[src/rtl/core/irr_pkg.sv]
// ----------------------------------------------------------------------------
// Integer radix renderer package
// Widths, character codes, status codes and the digit glyph function used
// by the renderer, which also sizes its digit store from them.
// ----------------------------------------------------------------------------
package irr_pkg;

    localparam int VALUE_W     = 64;
    localparam int INT_WIDTH   = 64;
    localparam int RADIX_W     = 6;
    localparam int CAP_W       = 16;
    localparam int CHAR_W      = 8;
    localparam int LEN_W       = 7;
    localparam int STORE_DEPTH = 64;
    localparam int ADDR_W      = $clog2(STORE_DEPTH);
    localparam int CNT_W       = $clog2(STORE_DEPTH + 1);
    localparam int BIT_W       = $clog2(INT_WIDTH);

    localparam logic [RADIX_W-1:0] RADIX_MIN = RADIX_W'(2);
    localparam logic [RADIX_W-1:0] RADIX_MAX = RADIX_W'(36);
    localparam logic [RADIX_W-1:0] RADIX_DEC = RADIX_W'(10);

    localparam logic [CHAR_W-1:0] CHAR_ZERO   = 8'h30;
    localparam logic [CHAR_W-1:0] CHAR_LETTER = 8'h41;
    localparam logic [CHAR_W-1:0] CHAR_MINUS  = 8'h2d;
    localparam logic [CHAR_W-1:0] CHAR_NONE   = 8'h00;

    typedef enum logic [1:0] {
        ST_OK     = 2'd0,
        ST_ACCESS = 2'd1,
        ST_RANGE  = 2'd2
    } t_status;

    function automatic logic [CHAR_W-1:0] glyph(input logic [RADIX_W-1:0] digit);
        logic [CHAR_W-1:0] d;
        d = {{(CHAR_W-RADIX_W){1'b0}}, digit};
        if (digit < RADIX_DEC) begin
            return CHAR_ZERO + d;
        end else begin
            return CHAR_LETTER + d - {{(CHAR_W-RADIX_W){1'b0}}, RADIX_DEC};
        end
    endfunction

endpackage

[src/rtl/core/irr_ram.sv]
// ----------------------------------------------------------------------------
// Generic RAM
// One write port and one read port with registered read data.
// ----------------------------------------------------------------------------
module irr_ram #(
    parameter int WIDTH = 8,
    parameter int DEPTH = 16
) (
    input  logic                     i_clk,
    input  logic                     i_we,
    input  logic [$clog2(DEPTH)-1:0] i_waddr,
    input  logic [WIDTH-1:0]         i_wdata,
    input  logic [$clog2(DEPTH)-1:0] i_raddr,
    output logic [WIDTH-1:0]         o_rdata
);

    logic [WIDTH-1:0] r_mem [DEPTH];
    logic [WIDTH-1:0] r_rdata;

    always_ff @(posedge i_clk) begin
        if (i_we) begin
            r_mem[i_waddr] <= i_wdata;
        end
        r_rdata <= r_mem[i_raddr];
    end

    assign o_rdata = r_rdata;

endmodule

[src/rtl/core/integer_radix_renderer.sv]
// ----------------------------------------------------------------------------
// Integer radix renderer
// Renders an integer as ASCII digits in radix 2 to 36 (signed in radix 10,
// unsigned otherwise), most significant character first, final one marked.
// ----------------------------------------------------------------------------
// An item is taken when start is high and busy is low. An item that fails the
// access or radix check gives its single error result in the next cycle and
// leaves busy low. Otherwise a bit-serial divider writes the digits, least
// significant first, into the digit store; busy stays high while they are
// divided, the capacity is checked and the digits are read back, and a minus
// sign leaves from the capacity check ahead of the digits. The final character
// leaves in the first cycle with busy low, and the next item can be taken at
// the edge that ends that cycle. A capacity failure gives its error result in
// the first cycle with busy low. Characters leave one per cycle on consecutive
// cycles and the receiver cannot stall them, so it must take every strobe as
// it comes.
// ----------------------------------------------------------------------------
module integer_radix_renderer (
    input  logic                         i_clk,
    input  logic                         i_rst_n,
    input  logic                         start,
    output logic                         busy,
    input  logic [irr_pkg::VALUE_W-1:0]  i_value,
    input  logic [irr_pkg::RADIX_W-1:0]  i_radix,
    input  logic [irr_pkg::CAP_W-1:0]    i_capacity,
    input  logic                         i_dest_writable,
    output logic                         o_strobe,
    output logic [irr_pkg::CHAR_W-1:0]   o_char_code,
    output logic                         o_last,
    output logic [1:0]                   o_status,
    output logic [irr_pkg::LEN_W-1:0]    o_total_length
);

    import irr_pkg::*;

    typedef enum logic [1:0] {
        S_IDLE,
        S_DIV,
        S_CHECK,
        S_EMIT
    } t_state;

    t_state             r_state;
    logic [INT_WIDTH-1:0] r_val;
    logic [RADIX_W-1:0] r_rem;
    logic [RADIX_W-1:0] r_radix;
    logic [CAP_W-1:0]   r_cap;
    logic               r_minus;
    logic [CNT_W-1:0]   r_cnt;
    logic [CNT_W-1:0]   r_idx;
    logic [BIT_W-1:0]   r_bit;
    logic               r_strobe;
    logic [CHAR_W-1:0]  r_char;
    logic               r_last;
    t_status            r_status;
    logic [LEN_W-1:0]   r_total;

    logic [RADIX_W:0]     n_shift;
    logic                 n_qbit;
    logic [RADIX_W-1:0]   n_rem;
    logic [INT_WIDTH-1:0] n_quot;
    logic [LEN_W-1:0]     n_total;
    logic [INT_WIDTH-1:0] n_pattern;
    logic                 n_neg;
    logic                 n_we;
    logic [ADDR_W-1:0]    n_raddr;
    logic [RADIX_W-1:0]   n_rdata;
    logic [CNT_W-1:0]     n_rd_idx;

    always_comb begin
        n_shift = {r_rem, r_val[INT_WIDTH-1]};
        n_qbit  = (n_shift >= {1'b0, r_radix});
        n_rem   = n_qbit ? RADIX_W'(n_shift - {1'b0, r_radix}) : n_shift[RADIX_W-1:0];
        n_quot  = {r_val[INT_WIDTH-2:0], n_qbit};
        n_total = LEN_W'(r_cnt) + LEN_W'(r_minus);
        n_pattern = i_value[INT_WIDTH-1:0];
        n_neg   = (i_radix == RADIX_DEC) && n_pattern[INT_WIDTH-1];
        n_we    = (r_state == S_DIV) && (r_bit == '0);
        n_rd_idx = (r_state == S_CHECK) ? (r_cnt - CNT_W'(1)) : (r_idx - CNT_W'(2));
        n_raddr = n_rd_idx[ADDR_W-1:0];
    end

    irr_ram #(
        .WIDTH(RADIX_W),
        .DEPTH(STORE_DEPTH)
    ) u_digit_store (
        .i_clk   (i_clk),
        .i_we    (n_we),
        .i_waddr (r_cnt[ADDR_W-1:0]),
        .i_wdata (n_rem),
        .i_raddr (n_raddr),
        .o_rdata (n_rdata)
    );

    always_ff @(posedge i_clk) begin
        if (!i_rst_n) begin
            r_state  <= S_IDLE;
            r_strobe <= 1'b0;
            r_last   <= 1'b0;
            r_status <= ST_OK;
            r_cnt    <= '0;
            r_idx    <= '0;
            r_bit    <= '0;
            r_rem    <= '0;
            r_minus  <= 1'b0;
            r_radix  <= RADIX_MIN;
        end else begin
            r_strobe <= 1'b0;
            unique case (r_state)
                S_IDLE: begin
                    if (start) begin
                        r_cap <= i_capacity;
                        if (!i_dest_writable) begin
                            r_strobe <= 1'b1;
                            r_char   <= CHAR_NONE;
                            r_last   <= 1'b1;
                            r_status <= ST_ACCESS;
                            r_total  <= '0;
                        end else if (i_radix < RADIX_MIN || i_radix > RADIX_MAX) begin
                            r_strobe <= 1'b1;
                            r_char   <= CHAR_NONE;
                            r_last   <= 1'b1;
                            r_status <= ST_RANGE;
                            r_total  <= '0;
                        end else begin
                            r_radix <= i_radix;
                            r_minus <= n_neg;
                            r_val   <= n_neg ? (INT_WIDTH'(0) - n_pattern) : n_pattern;
                            r_rem   <= '0;
                            r_bit   <= BIT_W'(INT_WIDTH - 1);
                            r_cnt   <= '0;
                            r_state <= S_DIV;
                        end
                    end
                end
                S_DIV: begin
                    r_val <= n_quot;
                    if (r_bit == '0) begin
                        r_rem <= '0;
                        r_bit <= BIT_W'(INT_WIDTH - 1);
                        r_cnt <= r_cnt + CNT_W'(1);
                        if (n_quot == '0 || r_cnt == CNT_W'(STORE_DEPTH - 1)) begin
                            r_state <= S_CHECK;
                        end
                    end else begin
                        r_rem <= n_rem;
                        r_bit <= r_bit - BIT_W'(1);
                    end
                end
                S_CHECK: begin
                    if ({{(CAP_W-LEN_W){1'b0}}, n_total} > r_cap) begin
                        r_strobe <= 1'b1;
                        r_char   <= CHAR_NONE;
                        r_last   <= 1'b1;
                        r_status <= ST_RANGE;
                        r_total  <= '0;
                        r_state  <= S_IDLE;
                    end else begin
                        r_idx <= r_cnt;
                        if (r_minus) begin
                            r_strobe <= 1'b1;
                            r_char   <= CHAR_MINUS;
                            r_last   <= 1'b0;
                            r_status <= ST_OK;
                            r_total  <= '0;
                        end
                        r_state <= S_EMIT;
                    end
                end
                S_EMIT: begin
                    r_strobe <= 1'b1;
                    r_char   <= glyph(n_rdata);
                    r_status <= ST_OK;
                    r_idx    <= r_idx - CNT_W'(1);
                    if (r_idx == CNT_W'(1)) begin
                        r_last  <= 1'b1;
                        r_total <= n_total;
                        r_state <= S_IDLE;
                    end else begin
                        r_last  <= 1'b0;
                        r_total <= '0;
                    end
                end
                default: begin
                    r_state <= S_IDLE;
                end
            endcase
        end
    end

    assign busy           = (r_state != S_IDLE);
    assign o_strobe       = r_strobe;
    assign o_char_code    = r_char;
    assign o_last         = r_last;
    assign o_status       = r_status;
    assign o_total_length = r_total;

    a_err_is_last : assert property (@(posedge i_clk) disable iff (!i_rst_n)
        (o_strobe && o_status != ST_OK) |-> o_last)
        else $error("error result without last");

    a_strobe_cause : assert property (@(posedge i_clk) disable iff (!i_rst_n)
        o_strobe |-> $past(start || busy))
        else $error("result without an item");

    a_rem_below_radix : assert property (@(posedge i_clk) disable iff (!i_rst_n)
        (r_state == S_DIV) |-> (r_rem < r_radix))
        else $error("divider remainder reached radix");

    a_final_length : assert property (@(posedge i_clk) disable iff (!i_rst_n)
        (o_strobe && o_last && o_status == ST_OK) |-> (o_total_length != '0))
        else $error("final character without length");

    a_emit_count : assert property (@(posedge i_clk) disable iff (!i_rst_n)
        (r_state == S_EMIT) |-> (r_idx != '0 && r_idx <= r_cnt))
        else $error("character index out of range");

endmodule
[config.mk]
export PLATFORM = sky130hd
export DESIGN_NAME = integer_radix_renderer
export DESIGN_NICKNAME = d
export VERILOG_FILES = /design/src/rtl/core/irr_pkg.sv /design/src/rtl/core/irr_ram.sv /design/src/rtl/core/integer_radix_renderer.sv
export SDC_FILE = /design/constraint.sdc
export NUM_CORES = 1
export LEC_CHECK = 0
export BUFFER_PORTS_ARGS = -buffer_cell sky130_fd_sc_hd__buf_2
export CAP_MARGIN = 20
export CORE_ASPECT_RATIO = 0.75
export CORE_MARGIN = 1
export CORE_UTILIZATION = 40
export CTS_CLUSTER_SIZE = 14
export DETAILED_ROUTE_END_ITERATION = 12
export SLEW_MARGIN = 20
export SYNTH_ARGS = -nofsm -noshare
export SYNTH_HDL_FRONTEND = slang
export SYNTH_SLANG_ARGS = --single-unit
[constraint.sdc]
create_clock -name i_clk -period 4.42 [get_ports i_clk]
set_clock_uncertainty 0.15 [all_clocks]
set_input_delay 0.442 -clock i_clk [delete_from_list [all_inputs] [get_ports i_clk]]
set_output_delay 0.442 -clock i_clk [all_outputs]
set_load 0.01 [all_outputs]
-- After elaboration in Yosys (flattened, before gate mapping)
Memory sizes are Yosys's and may differ from the RTL's. A register that Yosys moved wholly into a read port is not among the register bits.
Cells that the tools add are included.
W data, S select, Z words.
- register bits after elaboration: 134
- memory bits (writable): 384
- input bits: 90
- output and inout port bits: 20
- logic and storage cells: 134
- memories: 1
- add/sub/neg operators: 11
- order comparisons: 5
- eq/ne operators: 15
- muxes and demuxes: 67
- bitwise gates (word level): 1
- reduce and logical (&&, ||, !) cells: 20
- memory list (name ; depth ; width ; rd ports ; clocked after Yosys merged registers in ; wr ports ; line ; source):
    u_digit_store.r_mem ; 64 ; 6 ; 1 ; 1 ; 1 ; irr_ram.sv:17 ; logic [WIDTH-1:0] r_mem [DEPTH];
- operators by type and width (kind ; number):
    $mux W64 ; 4
    $pmux W64 S2 ; 1
    $mux W7 ; 11
    $logic_not A64 Y1 ; 1
    $sub A1 B64 Y64 const A ; 1
    $mux W6 ; 10
    $mux W8 ; 6
    $pmux W7 S2 ; 2
    $mux W2 ; 12
    $pmux W6 S2 ; 2
    $pmux W8 S3 ; 1
    $pmux W7 S3 ; 1
    $gt A7 B16 Y1 ; 1
    $reduce_and A5 Y1 ; 3
    $mux W1 ; 13
    $reduce_and A4 Y1 ; 3
    $sub A6 B1 Y6 const B ; 2
    $ne A2 B2 Y1 const B ; 5
    $add A7 B6 Y8 const A ; 1
    $pmux W2 S4 ; 1
    $sub A8 B4 Y8 const B ; 1
    $add A6 B6 Y7 const A ; 1
    $add A7 B1 Y7 ; 1
    $add A7 B1 Y7 const B ; 1
    other kinds (27) ; 34

-- Longest topological paths before layout
Gate-level depths: netlist (run 1).
- depth after elaboration: 7
- depth in mapped cells: 14
- depth with buffers taken out: 13

-- By module
From an unflattened synthesis (run 1), not the netlist that was laid out.
- cells, all modules: 1594
- area total of the unflattened synthesis: 23218.5 µm²
- by module, submodules not included (module ; instances ; cells an instance ; area an instance (µm²) ; sequential area each (µm²)):
    irr_ram ; 1 ; 729 ; 15205.8 ; 11651.2
    integer_radix_renderer ; 1 ; 865 ; 8012.7 ; 3603.5

-- Least setup slack after synthesis (run 1)
Ideal clock, no wire load.
- path type: reg2reg
- start point: reg r_rem[0]
- end point: mem u_digit_store.r_mem[0][5] (netlist name) (data pin)
- setup time: 0.702 ns
- data arrival time: 3.932 ns
- data required time: 3.568 ns
- setup slack: -0.364 ns
- stages on the path, launching flop included: 9
- path buffers: 0
- clock period less this slack: 4.784 ns
- path through: dfxtp_1 ha_1 nor2b_1 o21ai_0 and2_1 o21bai_1 a21oi_1 xor2_1 o21ai_0
- longest elaborated chain between the ends: 2
- elaborated cells on any way between the ends: 3
- classes of those cells: add/sub: 1; order compare: 1; mux: 1
- ends and longest elaborated chain (element ; line ; source):
    start, declared ; integer_radix_renderer.sv:45 ; logic [RADIX_W-1:0] r_rem;
    start signal, assigned ; integer_radix_renderer.sv:146 ; r_rem <= n_rem;
    $sub A6 B6 Y6 / $ge A7 B6 Y1 (equally long branches) ; integer_radix_renderer.sv:73, integer_radix_renderer.sv:72 ;
    $mux W6 (*) ; integer_radix_renderer.sv:73 ; n_rem = n_qbit ? RADIX_W'(n_shift - {1'b0, r_radix}) : n_shift[RADIX_W-1:0];
    net n_rem[5] ; integer_radix_renderer.sv:60 ; logic [RADIX_W-1:0] n_rem;
    end, declared ; irr_ram.sv:17 ;
The timed path passes the listed nets; every way through them passes the cells marked *.

-- Worst setup path in the final report (run 1)
- start point: reg r_cnt[1]
- end point: reg u_digit_store.r_rdata[0], in the netlist u_digit_store.o_rdata[0], read port of u_digit_store.r_mem
- longest elaborated chain between the ends: 2
- ends and longest elaborated chain (element ; line ; source):
    start, declared ; integer_radix_renderer.sv:49 ; logic [CNT_W-1:0] r_cnt;
    start signal, assigned ; integer_radix_renderer.sv:141 ; r_cnt <= r_cnt + CNT_W'(1);
    $sub A6 B1 Y6 ; integer_radix_renderer.sv:79 ; n_rd_idx = (r_state == S_CHECK) ? (r_cnt - CNT_W'(1)) : (r_idx - CNT_W'(2));
    $mux W6 ; integer_radix_renderer.sv:79 ;
    end, declared ; irr_ram.sv:18 ; logic [WIDTH-1:0] r_rdata;
Every way passes these cells.
A chain may end at the register's enable or synchronous reset.

==> summary.txt, run 1 <==
Cells after Synth: 1,826
Slowest-stage cell, CP: dfxtp_1
Post-Syn Area: 0.0234 sq mm
Post-DR vias/cell: 5.69
First-pass GRT wire length: 94.9 mm
Multiplexer area fraction after synthesis: 5.96%
Layout net count: 2,078
Die Y: 212 microns
CP max FO: 26
Largest net degree at the start of global routing: 105
Layout cells sized above 1: 15.8%
Vias in the first global route: 14,900
Power per cell area: 557 mW/mm^2
Area share of the largest cell type after synthesis: 61.2%
Routability Congestion: 0.910
Die area: 0.0596 sq mm
H-tree depth: 2
Synth Area in XOR/XNOR: 3.25%
IO Port Bufs: 108
Distinct cells, synth: 75
FMAX: 0.249 GHz
Worst path required time: 4790 ps
Min-Delay Path Class: primary input to flip-flop
Clk slew on worst S/H paths: 60 ps
Area added between synthesis and finish: 15.2%
Yosys reg bits: 523
Final setup viols: 0
Initial Utilization: 40.7%
Period utilization: 90.7%
Syn avg cell area: 12.8 sq um
Max-slew violation count: 0
Final HPWL from detailed placement: 42.9 mm
Worst setup EP type: flip-flop
Pre-CTS setup slack: 495 ps
CTS tree: yes
DRT Pass-1 Iters: 8
Routed WL per cell: 22.7 microns
Die width: 282 microns
Worst skew pair latency: 620 ps
Final setup margin: 410 ps
Final hold slack: 36.3 ps
Commonest non-fill, non-tap cells in the layout: edfxtp_1, nand2_1, nor2_1
CTS Sinks: 523
Syn_nets: 1,943
Post-synth top area cell: edfxtp_1
VDD IR-drop max: 0.000470 V
DR iter-0 viols: 1,856
Post-CTS setup buffers: 0
Critical Path Max Stage Delay: 710 ps
Initial antenna violation count: 0
RSZ-0062 raised after global routing: no
Core ar.: 0.0576 sq mm
CP cell instances: inv_1, ha_1, and3b_1, a21oi_4, buf_4, mux4_2, mux2i_1, o21ai_0, a31oi_1, a22oi_1, o211a_1
Slew headroom: 30.6%
Top cells by area, synth: edfxtp_1, mux4_2, nand2_1, dfxtp_1, nor2_1
Post-synth EDFFs: 478
Ant diodes: 0
Final ANT Viol Nets: 0
Critical path startpoint category: flip-flop
Vias: 15,800
CTS Buf Count: 51
Ports: 110
Power Total: 15,000 uW
Synth Flop Type: edfxtp_1
Largest family of logic cells by synthesized area: simple AND/OR/NAND/NOR gates
Final Hold Viols: 0
Simple-Gate Fraction of Synth Area: 12.4%
Post-synthesis compound-gate area fraction: 9.43%
Final WL: 63.1 mm
Post-CTS Resized: 0
Layout fillers: 5,151
Root buffer cell: clkbuf_16
Commonest non-fill, non-tap cell in the layout: edfxtp_1
CP arrival: 4380 ps
Worst Tran Pin Value: 1040 ps
Critical path type: flip-flop to flip-flop
Run status: completed
Adder-Cell Fraction of Synth Area: 1.47%
Setup TNS: 0 ps
Post-layout min period: 4010 ps
GRT Util Overall: 21.3%
Max Root-Sink Buffers: 3
LEAKAGE: 0.00923 uW
GRT overflow: 0
Synth warn: 0
Cell Rows: 76
Cts hold-fix bufs: 22
Synth async-reset ratio: 0%
DRC errors left: 0
Max_cap viols: 0
Seq/Total Area, Yosys: 65.1%
-- critical path, delay by kind of cell (launching register included) --
kind | cells | cell delay (ps)
simple gates | 1 | 230
mux | 2 | 590
fa+ha+maj | 1 | 380
compound gates | 5 | 1170
buf+inv | 2 | 630
flops | 1 | 710
-- cell families (layout without fill, tap and decap cells) --
kind of cell    Yosys count  count (layout)
flops                   523             523
other cells               1               1
buf+inv                 135             308
fa+ha+maj                27              27
xor+xnor                 87              87
mux                      85              85
compound gates          337             337
simple gates            631             631
-- sequential cells by signal, indices dropped and copies added (netlist names) --
name	flops
o_char_code	7
o_last	1
o_status	2
o_strobe	1
o_total_length	7
r_bit	6
r_cap	16
r_cnt	7
r_idx	7
r_minus	1
r_radix	6
r_rem	6
r_state	2
r_val	64
u_digit_store.o_rdata	6
u_digit_store.r_mem	384
-- power by group --
part | switching (uW) | total, uW | leakage [uW] | internal, uW
clock network | 1900 | 4410 | 0.000813 | 2510
logic | 2590 | 3810 | 0.00367 | 1210
registers | 212 | 6800 | 0.00475 | 6590
total | 4710 | 15000 | 0.00923 | 10300
-- per-layer routing --
metal / part of all wire [%] / vias to the layer above / wire (microns) / global-route usage [%]
met5: 0 / - / 0 / 0
met2: 42 / 654 / 26300 / 29.8
li1: - / 7190 / - / -
met1: 47 / 7879 / 29400 / 33.0
met4: 2.6 / 0 / 1660 / 6.02
met3: 8.9 / 102 / 5650 / 4.45
-- final cells by class --
class                      count  area (sq um)  area share, %
tap                          780           976           3.62
multi-input combinational   1168          7750           28.7
clock inverter                21           294           1.09
inverter                      37           139          0.514
sequential                   523         15300           56.5
clock buffer                  70          1390           5.14
timing repair buffer         180          1190           4.42
-- cell usage after synthesis (20+ instances only) --
cell and count:
edfxtp_1 478, nand2_1 250, nor2_1 145, o21ai_0 96
nand3_1 75, clkbuf_1 63, a21oi_1 61, xor2_1 49
dfxtp_1 45, mux4_2 43, xnor2_1 38, inv_1 37
mux2i_1 35, a31oi_1 28, nor4_1 28, nor3_1 27
ha_1 26, and3_1 24, a311oi_1 20
-- per-stage QoR --
stage                     utilization [%]  instance area [sq um]  std cells
after CTS                            46.8                  27000       2778
after floorplan                         -                  23400       1826
final                                46.8                  27000       2779
after global routing                 46.8                  27000       2779
after detailed placement             43.5                  25100       2665
after global placement               43.5                  25100       2665
-- final timing paths --
check	end	slack (ps)	cells after the start	start
worst max-delay path	u_digit_store.o_rdata[0]	410	11	r_cnt[1]
worst min-delay path	r_radix[0]	40	3	i_radix[0]
worst min register to register	o_status[0]	330	2	o_status[0]
worst max register to register	u_digit_store.o_rdata[0]	410	11	r_cnt[1]
No activity file was read; power rests on OpenSTA's default activity.
==> run 2: changes to the inputs <==
==> constraint.sdc (replaced) <==
create_clock -name i_clk -period 4.42 [get_ports i_clk]
set_clock_uncertainty 0.15 [all_clocks]
set_input_delay 0.884 -clock i_clk [delete_from_list [all_inputs] [get_ports i_clk]]
set_output_delay 0.884 -clock i_clk [all_outputs]
set_load 0.01 [all_outputs]
==> summary.txt, run 2 (same netlist as run 1, synthesis figures left out) <==
GRT Util Overall: 21.5% (+0.20 points)
GR peak layer: met1
Pre-CTS setup slack: 576 ps (+81.3 ps)
Placed cell count: 2,672 (+0.26%)
Die width: 282 microns (unchanged)
Setup TNS: 0 ps (unchanged)
Critical path startpoint category: flip-flop
Final setup viols: 0 (unchanged)
Slew headroom: 29.7% (-0.85 points)
Layout cells sized above 1: 16.3% (+0.56 points)
Commonest non-fill, non-tap cell in the layout: edfxtp_1
FMAX: 0.249 GHz (about the same)
Crit path buf inv count: 3 (+1)
Final WL: 63.2 mm (+0.12%)
Max_cap viols: 0 (unchanged)
Power per cell area: 556 mW/mm^2 (about the same)
Critical path type: flip-flop to flip-flop
Vias: 15,800 (-0.16%)
Slowest-stage cell, CP: nor4_1
M2 GR Usage: 29.8% (unchanged)
Worst setup EP type: flip-flop
Critical Path Max Stage Delay: 680 ps (-30 ps)
Vias in the first global route: 15,100 (+1.1%)
Die area: 0.0596 sq mm (unchanged)
CP arrival: 4310 ps (-70 ps)
DR iter-0 viols: 1,517 (-18%)
Final setup margin: 406 ps (-4.01 ps)
Ant diodes: 0 (unchanged)
Max reg flops: 384 (unchanged)
Min-Delay Path Class: primary input to flip-flop
Post-layout min period: 4010 ps (+4.01 ps)
Worst path required time: 4720 ps (-70 ps)
Period utilization: 90.8% (+0.091 points)
Die Y: 212 microns (unchanged)
LEAKAGE: 0.00917 uW (-0.65%)
Max Root-Sink Buffers: 3 (unchanged)
Initial Utilization: 40.7% (unchanged)
Final Hold Viols: 0 (unchanged)
CP max FO: 31 (+19%)
CP cell instances: buf_4, or4_1, and3_1, nor2_4, buf_4, buf_4, mux2_2, o22ai_1, nor4_1, o22a_1, a211oi_1
Final hold slack: 298 ps (+261 ps)
Biggest register: u_digit_store.r_mem
Initial antenna violation count: 2 (+2)
Routability Congestion: 0.953 (+4.7%)
Final ANT Viol Nets: 0 (unchanged)
Cts hold-fix bufs: 0 (-100%)
H-tree depth: 2 (unchanged)
Post-CTS setup buffers: 0 (unchanged)
RSZ-0062 raised after global routing: no
Max-slew violation count: 0 (unchanged)
Clk slew on worst S/H paths: 70 ps (about the same)
VDD IR-drop max: 0.000368 V (-22%)
Met1 GRT Util: 33.8% (+0.82 points)
Worst Tran Pin Value: 1050 ps (+12.7 ps)
Largest net degree at the start of global routing: 105 (unchanged)
Ports: 110 (unchanged)
Post-DR vias/cell: 5.71 (+0.30%)
CTS Sinks: 523 (unchanged)
Finished Layout Cells: 2,766 (-0.47%)
Final core utilization: 46.5% (-0.32 points)
Root buffer cell: clkbuf_16
DRC errors left: 0 (unchanged)
Cell Rows: 76 (unchanged)
IO Port Bufs: 108 (unchanged)
Layout net count: 2,062 (-0.77%)
Commonest non-fill, non-tap cells in the layout: edfxtp_1, nand2_1, nor2_1
Met3 Use GR: 4.55% (+0.099 points)
Core ar.: 0.0576 sq mm (unchanged)
Biggest regs: u_digit_store.r_mem x384, r_val x64, r_cap x16
Run status: completed
Routed WL per cell: 22.8 microns (+0.59%)
Layout fillers: 5,136 (-0.29%)
Most frequent CP cell: buf_4
CTS tree: yes
Worst skew pair latency: 610 ps (about the same)
Area added between synthesis and finish: 14.4%
CTS Buf Count: 50 (-2.0%)
Final HPWL from detailed placement: 43.6 mm (+1.6%)
Top cell family by delay on the critical path: simple AND/OR/NAND/NOR gates
First-pass GRT wire length: 96.0 mm (+1.2%)
Post-CTS Resized: 0 (unchanged)
GRT overflow: 0 (unchanged)
DRT Pass-1 Iters: 5 (-3)
[run 2: cell types whose count changed in the layout (fill, tap and decap cells not counted), sizes merged]
cell,change
dlygate4sd3,-22
clkinv,+10
inv,+1
buf,+7
clkinvlp,+1
clkbuf,-10
[run 2: final timing paths]
check	startpoint	endpoint	slack, ps	cells past startpoint
max	r_cnt[0]	u_digit_store.o_rdata[4]	410	11
min	i_capacity[10]	r_cap[10]	300	1
max reg2reg	r_cnt[0]	u_digit_store.o_rdata[4]	410	11
min reg2reg	o_status[0]	o_status[0]	310	2
[run 2: metrics by stage]
step	power, uW	cell area (sq um)
2_1_floorplan	9140	23400
3_3_place_gp	10600	25100
3_5_place_dp	10600	25100
4_1_cts	14900	26800
5_1_grt	15500	26800
6_report	14900	26800
[run 2: routing by layer]
layer	up-vias	routed length (microns)
li1	7153	-
met1	7950	30000
met2	614	26300
met3	80	5510
met4	2	1310
met5	-	13
[run 2: report_power, final]
part / total, uW / internal (uW) / switching [uW]
Combinational: 3800 / 1210 / 2590
Clock: 4340 / 2430 / 1910
Sequential: 6780 / 6590 / 186
[run 2: layout make-up]
type / count / area, sq um / area share, %
Tap cell: 780 / 976 / 3.64
Sequential cell: 523 / 15300 / 56.9
Timing Repair Buffer: 165 / 1050 / 3.92
Inverter: 37 / 139 / 0.518
Multi-Input combinational cell: 1168 / 7750 / 28.9
Clock buffer: 60 / 1310 / 4.88
Clock inverter: 33 / 332 / 1.24
==> run 3: changes to the inputs <==
- CORE_UTILIZATION: 40 -> 45
- CTS_CLUSTER_DIAMETER: default -> 200
==> summary.txt, run 3 (same netlist as run 1, synthesis figures left out) <==
DR iter-0 viols: 1,612 (+6.3%)
Met1 GRT Util: 36.3% (+2.5 points)
Slowest-stage cell, CP: nor4_1
Switching share of power: 31.9% (+0.49 points)
Initial Utilization: 45.5% (+4.8 points)
Slew headroom: 29.5% (-0.22 points)
Commonest non-fill, non-tap cell in the layout: edfxtp_1
Worst hold path startpoint: o_status[0]
Critical Path Max Stage Delay: 560 ps (-120 ps)
Final ANT Viol Nets: 0 (unchanged)
Final setup viols: 0 (unchanged)
Final hold slack: 308 ps (+10.8 ps)
CP arrival: 4130 ps (-180 ps)
Placed cell count: 2,603 (-2.6%)
Layout cells sized above 1: 15.4% (-0.91 points)
Cts hold-fix bufs: 0 (unchanged)
Setup TNS: 0 ps (unchanged)
Layout net count: 2,063 (+0.048%)
Post-layout min period: 3830 ps (-180 ps)
Period utilization: 86.7% (-4.1 points)
Run status: completed
Worst R2R Path Depth: 11 (unchanged)
CTS tree: yes
Area added between synthesis and finish: 12.5%
Sw power: 4540 uW (-3.2%)
Max reg flops: 384 (unchanged)
Crit path buf inv count: 2 (-1)
VDD IR-drop max: 0.000401 V (+8.8%)
Biggest register: u_digit_store.r_mem
M2 GR Usage: 33.7% (+3.9 points)
CP max FO: 20 (-35%)
Worst path required time: 4720 ps (about the same)
GRT Util Overall: 23.3% (+1.8 points)
DRC errors left: 0 (unchanged)
FMAX: 0.261 GHz (+4.7%)
Max-slew violation count: 0 (unchanged)
Post-DR vias/cell: 5.80 (+1.6%)
Power per cell area: 539 mW/mm^2 (-3.1%)
Placed inst area: 0.0251 sq mm (-0.14%)
Sequential power share: 47.7% (+2.3 points)
Worst setup EP type: flip-flop
Clock share of power: 25.3% (-3.8 points)
Ports: 110 (unchanged)
Worst skew pair latency: 590 ps (-20 ps)
H-tree depth: 2 (unchanged)
Post-CTS setup buffers: 0 (unchanged)
First-pass GRT wire length: 93.0 mm (-3.1%)
Largest net degree at the start of global routing: 105 (unchanged)
Final Cell Area: 0.0264 sq mm (-1.6%)
Final Hold Viols: 0 (unchanged)
DRT Pass-1 Iters: 6 (+1)
R2R Setup Slk: 590 ps (+180 ps)
Max Root-Sink Buffers: 3 (unchanged)
CTS Sinks: 523 (unchanged)
Met3 Use GR: 4.05% (-0.49 points)
Die width: 266 microns (-5.7%)
Core ar.: 0.0515 sq mm (-11%)
Clk slew on worst S/H paths: 70 ps (about the same)
Critical path type: flip-flop to flip-flop
Final WL: 60.5 mm (-4.3%)
Layout fillers: 4,430 (-14%)
IO Port Bufs: 108 (unchanged)
CP cell instances: inv_1, ha_1, xnor2_1, and2_1, nor2_4, buf_4, a211o_1, a21oi_1, nor4_1, o311a_1, a211oi_1
Routability Congestion: 0.944 (-0.91%)
LEAKAGE: 0.00900 uW (-1.9%)
Final core utilization: 51.2% (+4.7 points)
Worst Tran Pin Value: 1050 ps (-2.32 ps)
Post-CTS Resized: 0 (unchanged)
Min-Delay Path Class: flip-flop to flip-flop
Vias in the first global route: 14,900 (-1.2%)
RSZ-0062 raised after global routing: no
Die Y: 200 microns (-5.7%)
Final HPWL from detailed placement: 42.1 mm (-3.5%)
Logic pwr share: 27.1% (+1.6 points)
Critical path startpoint category: flip-flop
CTS Buf Count: 43 (-14%)
Int Pwr: 9680 uW (-5.3%)
Reg-to-reg endpoint: u_digit_store.o_rdata[4]
Max_cap viols: 0 (unchanged)
Routed WL per cell: 22.6 microns (-1.1%)
GR peak layer: met1
Vias: 15,500 (-1.7%)
Cell Rows: 72 (-5.3%)
Root buffer cell: clkbuf_16
Finished Layout Cells: 2,678 (-3.2%)
WHS Path Cells: 2 (+1)
Die area: 0.0530 sq mm (-11%)
Top cell family by delay on the critical path: simple AND/OR/NAND/NOR gates
Worst r2r src: r_idx[1]
GRT overflow: 0 (unchanged)
Initial antenna violation count: 2 (unchanged)
Hold worst-path end: o_status[0]
Biggest regs: u_digit_store.r_mem x384, r_val x64, r_cap x16
Commonest non-fill, non-tap cells in the layout: edfxtp_1, nand2_1, nor2_1
run 3: changes by cell type in the layout (fill, tap and decap cells not counted), sizes merged, moves of 3 or more:
cell,change
clkinv,-20
clkinvlp,-3
buf,+8
clkbuf,+9
bufinv,-5
run 3: per-layer routing:
layer | vias to the layer above | routed length [microns]
met5 | - | 0
met2 | 556 | 25600
met4 | 0 | 1170
met1 | 7754 | 29100
li1 | 7140 | -
met3 | 87 | 4560
run 3: worst max-delay path by stage:
| stage | to | from | slack (ps) | cells after the start |
|---|---|---|---|---|
| 4_1_cts | o_char_code[6] | r_cnt[3] | 610 | 11 |
| 5_1_grt | o_char_code[6] | r_cnt[3] | 310 | 11 |
| 3_3_place_gp | r_val[57] | i_value[14] | 670 | 8 |
| 3_5_place_dp | r_val[52] | i_value[14] | 610 | 9 |
| 2_1_floorplan | u_digit_store.r_mem[0][0] | r_radix[4] | 120 | 7 |
| 6_report | u_digit_store.o_rdata[4] | r_idx[1] | 590 | 11 |
run 3: power groups by stage:
| stage | registers, uW | clock network (uW) | logic, uW |
|---|---|---|---|
| 6_report | 6780 | 3590 | 3850 |
| 3_3_place_gp | 6880 | 0 | 3720 |
| 4_1_cts | 6780 | 3660 | 3820 |
| 5_1_grt | 6800 | 3830 | 4220 |
| 3_5_place_dp | 6890 | 0 | 3820 |
| 2_1_floorplan | 6870 | 0 | 2270 |
run 3: layout make-up:
cell class / instances / area (sq um) / area share, %
Clock buffer: 69 / 1170 / 4.45
Antenna cell: 1 / 2.50 / 0.00949
Timing Repair Buffer: 173 / 1110 / 4.21
Sequential cell: 523 / 15300 / 57.8
Tap cell: 703 / 880 / 3.34
Clock inverter: 4 / 63.8 / 0.242
Multi-Input combinational cell: 1168 / 7750 / 29.4
Inverter: 37 / 139 / 0.527
run 3: metrics by stage:
step                      setup WS (ps)  total power, uW
after global routing                306            14900
after detailed placement            610            10700
final                               586            14200
after floorplan                     119             9140
after CTS                           614            14300
after global placement              669            10600
run 3: worst reg2reg max path, stage by stage, from the launching register on:
cell      delay, ps
dfxtp_1         470
inv_1           270
ha_1            310
xnor2_1         170
and2_1          220
nor2_4          530
buf_4           410
a211o_1         160
a21oi_1         100
nor4_1          560
o311a_1         290
a211oi_1         60
